===== config.mk =====
export PLATFORM = sky130hd
export DESIGN_NAME = bmac_mac_unit
export DESIGN_NICKNAME = d
export VERILOG_FILES = /design/src/rtl/bmac_pkg.sv /design/src/rtl/bmac_mac_unit.sv
export SDC_FILE = /design/constraint.sdc
export NUM_CORES = 1
export LEC_CHECK = 0
export BUFFER_PORTS_ARGS = -buffer_cell sky130_fd_sc_hd__buf_2
export CAP_MARGIN = 15
export CELL_PAD_IN_SITES_DETAIL_PLACEMENT = 1
export CELL_PAD_IN_SITES_GLOBAL_PLACEMENT = 1
export CORE_MARGIN = 4
export CORE_UTILIZATION = 52
export CTS_CLUSTER_SIZE = 28
export DETAILED_ROUTE_END_ITERATION = 8
export PLACE_DENSITY_LB_ADDON = 0.1
export SYNTH_ARGS = -nofsm -noshare
export SYNTH_HDL_FRONTEND = slang
export SYNTH_SLANG_ARGS = --single-unit

===== constraint.sdc =====
create_clock -name clock -period 18.2 [get_ports clock]
set_input_delay 3.64 -clock clock [delete_from_list [all_inputs] [get_ports clock]]
set_output_delay 3.64 -clock clock [all_outputs]
set_load 0.05 [all_outputs]

===== src/rtl/bmac_pkg.sv =====
// Shared types and fixed widths for the blocked matrix multiply-accumulate core.
// Used by the channel interfaces, the MAC unit and the top level.
`timescale 1ns / 1ps
`default_nettype none

package bmac_pkg;

   localparam int VALUE_W = 16;
   localparam int SUM_W   = 48;
   localparam int ROW_W   = 3;
   localparam int COL_W   = 3;

   typedef logic signed [VALUE_W-1:0] value_type;
   typedef logic signed [SUM_W-1:0]   sum_type;

   typedef struct packed {
      value_type a_value;
      value_type b_value;
      logic      final_block;
   } req_word_type;

   typedef struct packed {
      sum_type          sum_value;
      logic [ROW_W-1:0] out_row;
      logic [COL_W-1:0] out_col;
      logic             last;
   } rsp_word_type;

   // Tag that travels with each product through the MAC pipeline.
   typedef struct packed {
      logic valid;
      logic first;
      logic last;
   } mac_ctrl_type;

endpackage

`default_nettype wire


===== src/rtl/bmac_mac_unit.sv =====
// Shared multiply-accumulate unit: one 16x16 multiplier, dot-product
// accumulator and saturating 48-bit add. Depends on bmac_pkg.
`timescale 1ns / 1ps
`default_nettype none

module bmac_mac_unit #(
   parameter int INNER = 4
) (
   input  wire logic                    clock,
   input  wire logic                    reset,
   input  wire bmac_pkg::value_type     a_data,
   input  wire bmac_pkg::value_type     b_data,
   input  wire bmac_pkg::mac_ctrl_type  ctrl_in,
   output bmac_pkg::mac_ctrl_type       ctrl_mid,
   output bmac_pkg::mac_ctrl_type       ctrl_out,
   input  wire bmac_pkg::sum_type       acc_in,
   output bmac_pkg::sum_type            sat_out
);

   localparam int PROD_W = 2 * bmac_pkg::VALUE_W;
   localparam int DOT_W  = PROD_W + 1 + ((INNER > 1) ? $clog2(INNER) : 0);
   localparam int WIDE_W = bmac_pkg::SUM_W + 1;

   logic signed [PROD_W-1:0] prod_ff, prod_in;
   logic signed [DOT_W-1:0]  dot_ff, dot_in;
   logic signed [WIDE_W-1:0] wide;
   bmac_pkg::mac_ctrl_type   ctrl2_ff, ctrl3_ff;

   assign prod_in = a_data * b_data;
   assign dot_in  = ctrl2_ff.first ? DOT_W'(prod_ff) : dot_ff + DOT_W'(prod_ff);

   always_ff @(posedge clock) begin
      if (reset) begin
         ctrl2_ff <= '0;
         ctrl3_ff <= '0;
      end else begin
         ctrl2_ff <= ctrl_in;
         ctrl3_ff <= ctrl2_ff;
      end
   end

   always_ff @(posedge clock) begin
      prod_ff <= prod_in;
      if (ctrl2_ff.valid) begin
         dot_ff <= dot_in;
      end
   end

   assign wide = {acc_in[bmac_pkg::SUM_W-1], acc_in} + WIDE_W'(dot_ff);

   always_comb begin
      if (wide[WIDE_W-1] != wide[WIDE_W-2]) begin
         sat_out = wide[WIDE_W-1] ? {1'b1, {(bmac_pkg::SUM_W-1){1'b0}}}
                                  : {1'b0, {(bmac_pkg::SUM_W-1){1'b1}}};
      end else begin
         sat_out = wide[bmac_pkg::SUM_W-1:0];
      end
   end

   assign ctrl_mid = ctrl2_ff;
   assign ctrl_out = ctrl3_ff;

endmodule

`default_nettype wire


After elaboration in Yosys (flattened, before gate mapping)
Index checks and enable logic that the tools add are counted.

Bits in registers: 73. Output and inout port bits: 54. Word-level logic and storage cells: 15.

Multiply operators: 1. Equal/unequal tests: 1. Add/subtract/negate cells: 2. Mux-type cells: 3.

Operators by type and width (number): 48-bit two-way mux (2); 48-bit by 35-bit adder with 49-bit output (1); 35-bit by 32-bit adder with 35-bit output (1); 35-bit two-way mux (1); 16-bit by 16-bit multiplier with 32-bit output (1); 1-bit != test (1).

Longest topological paths before layout
Gate-level depths: netlist of run 1.

Depth after elaboration: 3. Depth in mapped cells: 26. Depth with buffers taken out: 25.

Worst setup path after synthesis of run 1
No wires, ideal clock.

Kind: input -> output. Start point: input acc_in[0]. End point: output sat_out[46]. Arrival: 7416 ps. Stages: 15. Required time: 14560 ps. Slack: 7144 ps. Cell sequence: ha_1 -> inv_1 -> fa_1 -> nor2b_1 -> o31ai_1 -> a311oi_1 -> or2_4 -> a31oi_4 -> o21ai_2 -> a311o_1 -> o211ai_1 -> o21a_2 -> a22o_1 -> buf_6 -> o31ai_1.

Word-level cells in the longest chain between the ends: 3.

RTL lines: start: declaration (RTL line bmac_mac_unit.sv:16) `input wire bmac_pkg::sum_type acc_in,`; 48-bit by 35-bit adder with 49-bit output * (RTL line bmac_mac_unit.sv:49) `assign wide = {acc_in[bmac_pkg::SUM_W-1], acc_in} + WIDE_W'(dot_ff);`; 48-bit two-way mux / 1-bit != test (equally long branches) (RTL line bmac_mac_unit.sv:53, bmac_mac_unit.sv:52); 48-bit two-way mux * (RTL line bmac_mac_unit.sv:52) `if (wide[WIDE_W-1] != wide[WIDE_W-2]) begin`; end: declaration (RTL line bmac_mac_unit.sv:17) `output bmac_pkg::sum_type sat_out`.

Mark *: on every way between the ends. The rest lies on a longest branch, timed or not.

Final worst setup path of run 1
Ends and elaborated chain as after synthesis.

==> out/results.tsv, run 1 <==
metric	value	unit
status	completed	
path_class	in2out	
cp.depth	17	
cts_made_buffers	9	
netlist.top_cell.by_area	fa_1	
hold_buffers	0	
setup_tns	0	ns
hpwl	37.8	mm
die_area	35400	um2
synth_edf_count	35	
cp.arrival	7.55	ns
clock_latency	0.34	ns
die_w	188	um
stdcell_count	2439	
cp_data_required_time	14.56	ns
whs_path_depth	1	
netlist_area	16900	um2
ant_nets	0	
areaGrowthSynthToFinish	7.57	%
dr_total_vias	13300	
cts_tree	built	
setup_viol	0	
yosys_warnings	0	
fin_skew	0.00635	ns
dp_cells	2422	
ys_top_cells_by_count	inv_1, fa_1, nand2_1	
synthCells	1912	
synth_top_area_share	31.4	%
vias_per_cell	5.46	
crit_family	compound AO/OA/AOI/OAI gates	
first_pass_iters	5	
r2r_slack	14.54	ns
hp-class	reg2reg	
synth_area_leaders	fa_1, ha_1, inv_1	
whs	0.463	ns
antenna_found_initial	0	
finalCriticalPeriod	11.19	ns
grt_pass1_wl	74.5	mm
drv_cap	0	
end_kind	primary output	
postCtsSetupBuffers	0	
tightest_slew	0.656	ns
synthArstFlopShare	0	%
htree_levels	3	
synthDistinctLibCells	71	
fin_ws	7.01	ns
crit_chain	buf_2 -> ha_1 -> inv_1 -> fa_1 -> nor2b_1 -> o31ai_1 -> a311oi_1 -> or2_4 -> a31oi_4 -> o21ai_2 -> a311o_1 -> o211ai_1 -> o21a_2 -> a22o_2 -> buf_4 -> o31ai_1 -> buf_2	
routed_wirelength	43.8	mm
timing.final.crit_share	61.5	%
worst_path_max_delay_cell	a311oi_1	
crit_buf_inv	4	
wl_per_cell	18.0	um
gp_congestion	0.895	
pre_cts_ws	6.80	ns
ios	139	
std_cell_rows	65	
initial_core_util	53.0	%
max_stage_delay	0.41	ns
cp_max_fo	45	
cts_sinks	73	
rsz0062_at_grt	no	
grt_pass1_vias	15000	
cts-root-buf	clkbuf_16	
cts.repair.resized	0	
drtIter0Drc	594	
synth_seq_area_share	10.8	%
syn-num-nets	2425	
grt_overflow	0	
fp.dieH	188	um
relSlewSlack	56.3	%
synth_flop_cell	dfxtp_1	
drive_gt1_share	11.1	%
synth_area_per_cell	8.81	um2
diodes	0	
worstSetupStartpointType	primary input	
clockBufferDepth	2	
port_buffers	138	
max_clock_freq	89.4	MHz
fin_nets	2512	
grt_usage	25.3	%
coreArea	31800	um2
ys_ff_latch	73	
drc	0	
clk_pin_slew	0.06	ns
reg2regPathDepth	14	
grt_max_degree	67	
slew_violations	0	
yosysMostFrequentCell	inv_1	
hold_violations	0	
## per-stage QoR
| step | cell area [um2] | util [%] |
|---|---|---|
| after global routing | 18100 | 57.0 |
| final | 18100 | 57.0 |
| after CTS | 18100 | 56.9 |
| after detailed placement | 17800 | 56.0 |
| after floorplan | 16900 | - |
| after global placement | 17800 | 56.0 |
## worst register-to-register path: stages, from the launching register on
cell      delay, ns
edfxtp_1       0.42
ha_1           0.23
inv_1          0.08
fa_1           0.20
nand2b_1       0.14
a21o_1         0.14
nand3_1        0.10
a31oi_1        0.49
o21ai_0        0.34
o211ai_1       0.34
a31oi_1        0.19
o221ai_1       0.30
a21oi_1        0.11
nor3b_1        0.23
xor2_1         0.09
## worst paths after layout
kind                                     to   startpoint
worst max-delay path            sat_out[46]    acc_in[0]
worst min-delay path            ctrl_out[0]  ctrl_mid[0]
worst max register to register   dot_ff[34]    dot_ff[0]
worst min register to register  ctrl_out[0]  ctrl_mid[0]
## cell type report
cell class,instances,area (um2)
tap,435,544
sequential,73,1810
timing repair buffer,142,733
clock buffer,12,279
clock inverter,4,31.3
multi-input combinational,1444,13500
inverter,329,1230
fill,3781,13700
## routing by layer
metal	wire [um]	part of all wire (%)	global-route usage (%)
met1	19600	45	33.0
met2	22000	50	45.6
met3	1670	3.8	2.94
met4	538	1.2	4.91
met5	0	0	0
## state kept, by name, summed over array words and instances (netlist names)
name      flops
dot_ff       35
prod_ff      32
ctrl_mid      3
ctrl_out      3
## cell families (layout without fill, tap and decap cells)
logic type | after synthesis | after routing | synth area share (%)
compound gates | 384 | 384 | 15.4
xor+xnor | 107 | 107 | 5.56
fa+ha+maj | 428 | 428 | 43.5
buf+inv | 395 | 487 | 9.21
flops | 73 | 73 | 10.8
mux | 6 | 6 | 0.371
simple gates | 519 | 519 | 15.2
## cells in the final DEF (no fill, tap or decap), drive strengths merged, types with 15 or more instances in the layout
cell type / netlist / final
ha: 164 / 164
nand2: 206 / 206
xor2: 37 / 37
nor2b: 18 / 18
a21oi: 120 / 120
edfxtp: 35 / 35
and2: 123 / 123
dfxtp: 38 / 38
buf: 13 / 142
xnor2: 70 / 70
fa: 264 / 264
a21o: 57 / 57
nor3: 20 / 20
nand2b: 23 / 23
a31oi: 22 / 22
o21ai: 91 / 91
inv: 329 / 331
and3: 15 / 15
nor2: 64 / 64
Power of run 1 is not shown: default switching activity piles up to over one toggle a cycle in this logic, so the estimate is an artifact.
==> run 2: changes to the inputs <==
--- a/config.mk
+++ b/config.mk
@@ -10,7 +10,7 @@
 export CELL_PAD_IN_SITES_DETAIL_PLACEMENT = 1
 export CELL_PAD_IN_SITES_GLOBAL_PLACEMENT = 1
 export CORE_MARGIN = 4
-export CORE_UTILIZATION = 52
+export CORE_UTILIZATION = 44
 export CTS_CLUSTER_SIZE = 28
 export DETAILED_ROUTE_END_ITERATION = 8
 export PLACE_DENSITY_LB_ADDON = 0.1
==> constraint.sdc (replaced) <==
create_clock -name clock -period 9.34 [get_ports clock]
set_input_delay 1.868 -clock clock [delete_from_list [all_inputs] [get_ports clock]]
set_output_delay 1.868 -clock clock [all_outputs]
set_load 0.05 [all_outputs]
==> out/results.tsv, run 2 (synthesis results as in run 1) <==
metric	value	unit	change
status	completed		
worst_path_max_delay_cell	a22o_2		
drtIter0Drc	503		-15%
antenna_found_initial	0		unchanged
end_kind	primary output		
postCtsSetupBuffers	0		unchanged
fin_skew	0.00802	ns	+0.00167 ns
hold_violations	0		unchanged
cp_max_fo	23		-49%
drc	0		unchanged
max_stage_delay	0.45	ns	+0.04 ns
cts_made_buffers	9		unchanged
grt_pass1_vias	14300		-4.8%
areaGrowthSynthToFinish	8.12	%	
hpwl	37.8	mm	about the same
initial_core_util	44.6	%	-8.4 points
fillers	4520		+20%
top_register	dot_ff		
rsz0062_at_grt	no		
vias_per_cell	5.22		-4.4%
fp.dieH	204	um	+8.3%
wl_per_cell	17.4	um	-3.2%
ios	139		unchanged
routed_wirelength	43.7	mm	-0.22%
cts.repair.resized	0		unchanged
die_area	41500	um2	+17%
gp_congestion	0.856		-4.4%
hp-class	reg2reg		
max_clock_freq	127	MHz	
worstSetupStartpointType	primary input		
grt_pass1_wl	72.5	mm	-2.7%
setup_tns	0	ns	unchanged
layout.area.seq	1810	um2	unchanged
mostFrequentLayoutCell	inv_1		
clk_pin_slew	0.06	ns	about the same
path_class	in2out		
grt_usage	21.2	%	-4.0 points
largest_reg_flops	35		unchanged
ant_nets	0		unchanged
die_w	204	um	+8.3%
coreArea	37800	um2	+19%
dr_total_vias	13100		-1.4%
fin_nets	2512		unchanged
cp_data_required_time	7.47	ns	-7.09 ns
grt_overflow	0		unchanged
timing.final.crit_share	84.6	%	
slew_violations	0		unchanged
largestRegisters	dot_ff: 35 flops, prod_ff: 32 flops		
grt_max_degree	67		unchanged
diodes	0		unchanged
drive_gt1_share	11.1	%	+0.050 points
relSlewSlack	58.9	%	+2.7 points
cp.arrival	6.03	ns	-1.52 ns
htree_levels	3		unchanged
std_cell_rows	71		+9.2%
cts-root-buf	clkbuf_16		
first_pass_iters	5		unchanged
port_buffers	138		unchanged
clockBufferDepth	2		unchanged
clock_latency	0.34	ns	about the same
setup_viol	0		unchanged
tightest_slew	0.616	ns	-0.0400 ns
finalCriticalPeriod	7.90	ns	
multi_input_area	13500	um2	unchanged
drv_cap	0		unchanged
crit_chain	buf_2 -> ha_1 -> inv_1 -> fa_1 -> nor2b_1 -> o31ai_1 -> a311oi_1 -> or2_4 -> a31oi_4 -> o21ai_2 -> a311o_1 -> o211ai_1 -> o21a_2 -> a22o_2 -> buf_4 -> o31ai_1 -> buf_2		
hold_buffers	0		unchanged
crit_family	compound AO/OA/AOI/OAI gates		
cts_sinks	73		unchanged
crit_buf_inv	4		unchanged
cts_tree	built		
layout_common_cells	inv_1, fa_1, nand2_1, ha_1, buf_2		
run 2: changes by cell type in the layout (fill, tap and decap cells not counted):
cell / delta
bufinv_16: +1
clkbuf_1: -1
clkbuf_16: -2
clkinv_4: +1
clkinvlp_4: -1
inv_4: -1
inv_6: +3
run 2: layout make-up:
type	count	share of cell area, %
Timing Repair Buffer	142	4.02
Tap cell	511	3.51
Sequential cell	73	9.96
Clock inverter	7	0.453
Clock buffer	9	1.24
Multi-Input combinational cell	1444	74.0
Inverter	329	6.78
run 2: worst register-to-register path: cells and delay by family (launching register included):
kind / cells / cell delay (ns)
AOI/OAI and AO/OA: 6 / 1.69
and+or+nand+nor: 4 / 0.64
adders and majority gates: 2 / 0.58
DFF: 1 / 0.39
xor gates and xnor gates: 1 / 0.11
buffers and inverters: 1 / 0.05
run 2: through the flow:
step / std cells / utilization, % / setup WS [ns] / instance area [um2] / hold slack (ns)
3_3_place_gp: 2498 / 47.4 / 1.45 / 17900 / 0.436
5_1_grt: 2515 / 48.3 / 1.19 / 18200 / 0.497
3_5_place_dp: 2498 / 47.4 / 1.26 / 17900 / 0.475
4_1_cts: 2514 / 48.2 / 1.36 / 18200 / 0.484
6_report: 2515 / 48.3 / 1.44 / 18200 / 0.477
2_1_floorplan: 1912 / - / 1.83 / 16900 / 0.512
run 2: per-layer routing:
metal,global-route usage (%),vias up,routed length (um)
li1,-,6339,-
met1,29.1,6543,21000
met2,37.0,202,20800
met3,1.91,37,1380
met4,4.41,0,628
met5,0,-,0
run 2: worst paths after layout:
check,end,startpoint,cells past startpoint,slack [ns]
worst min register to register,ctrl_out[0],ctrl_mid[0],1,0.48
worst min-delay path,ctrl_out[0],ctrl_mid[0],1,0.48
worst max register to register,dot_ff[34],dot_ff[0],14,5.61
worst max-delay path,sat_out[46],acc_in[0],17,1.44
Power of run 2 is left out for the same reason.
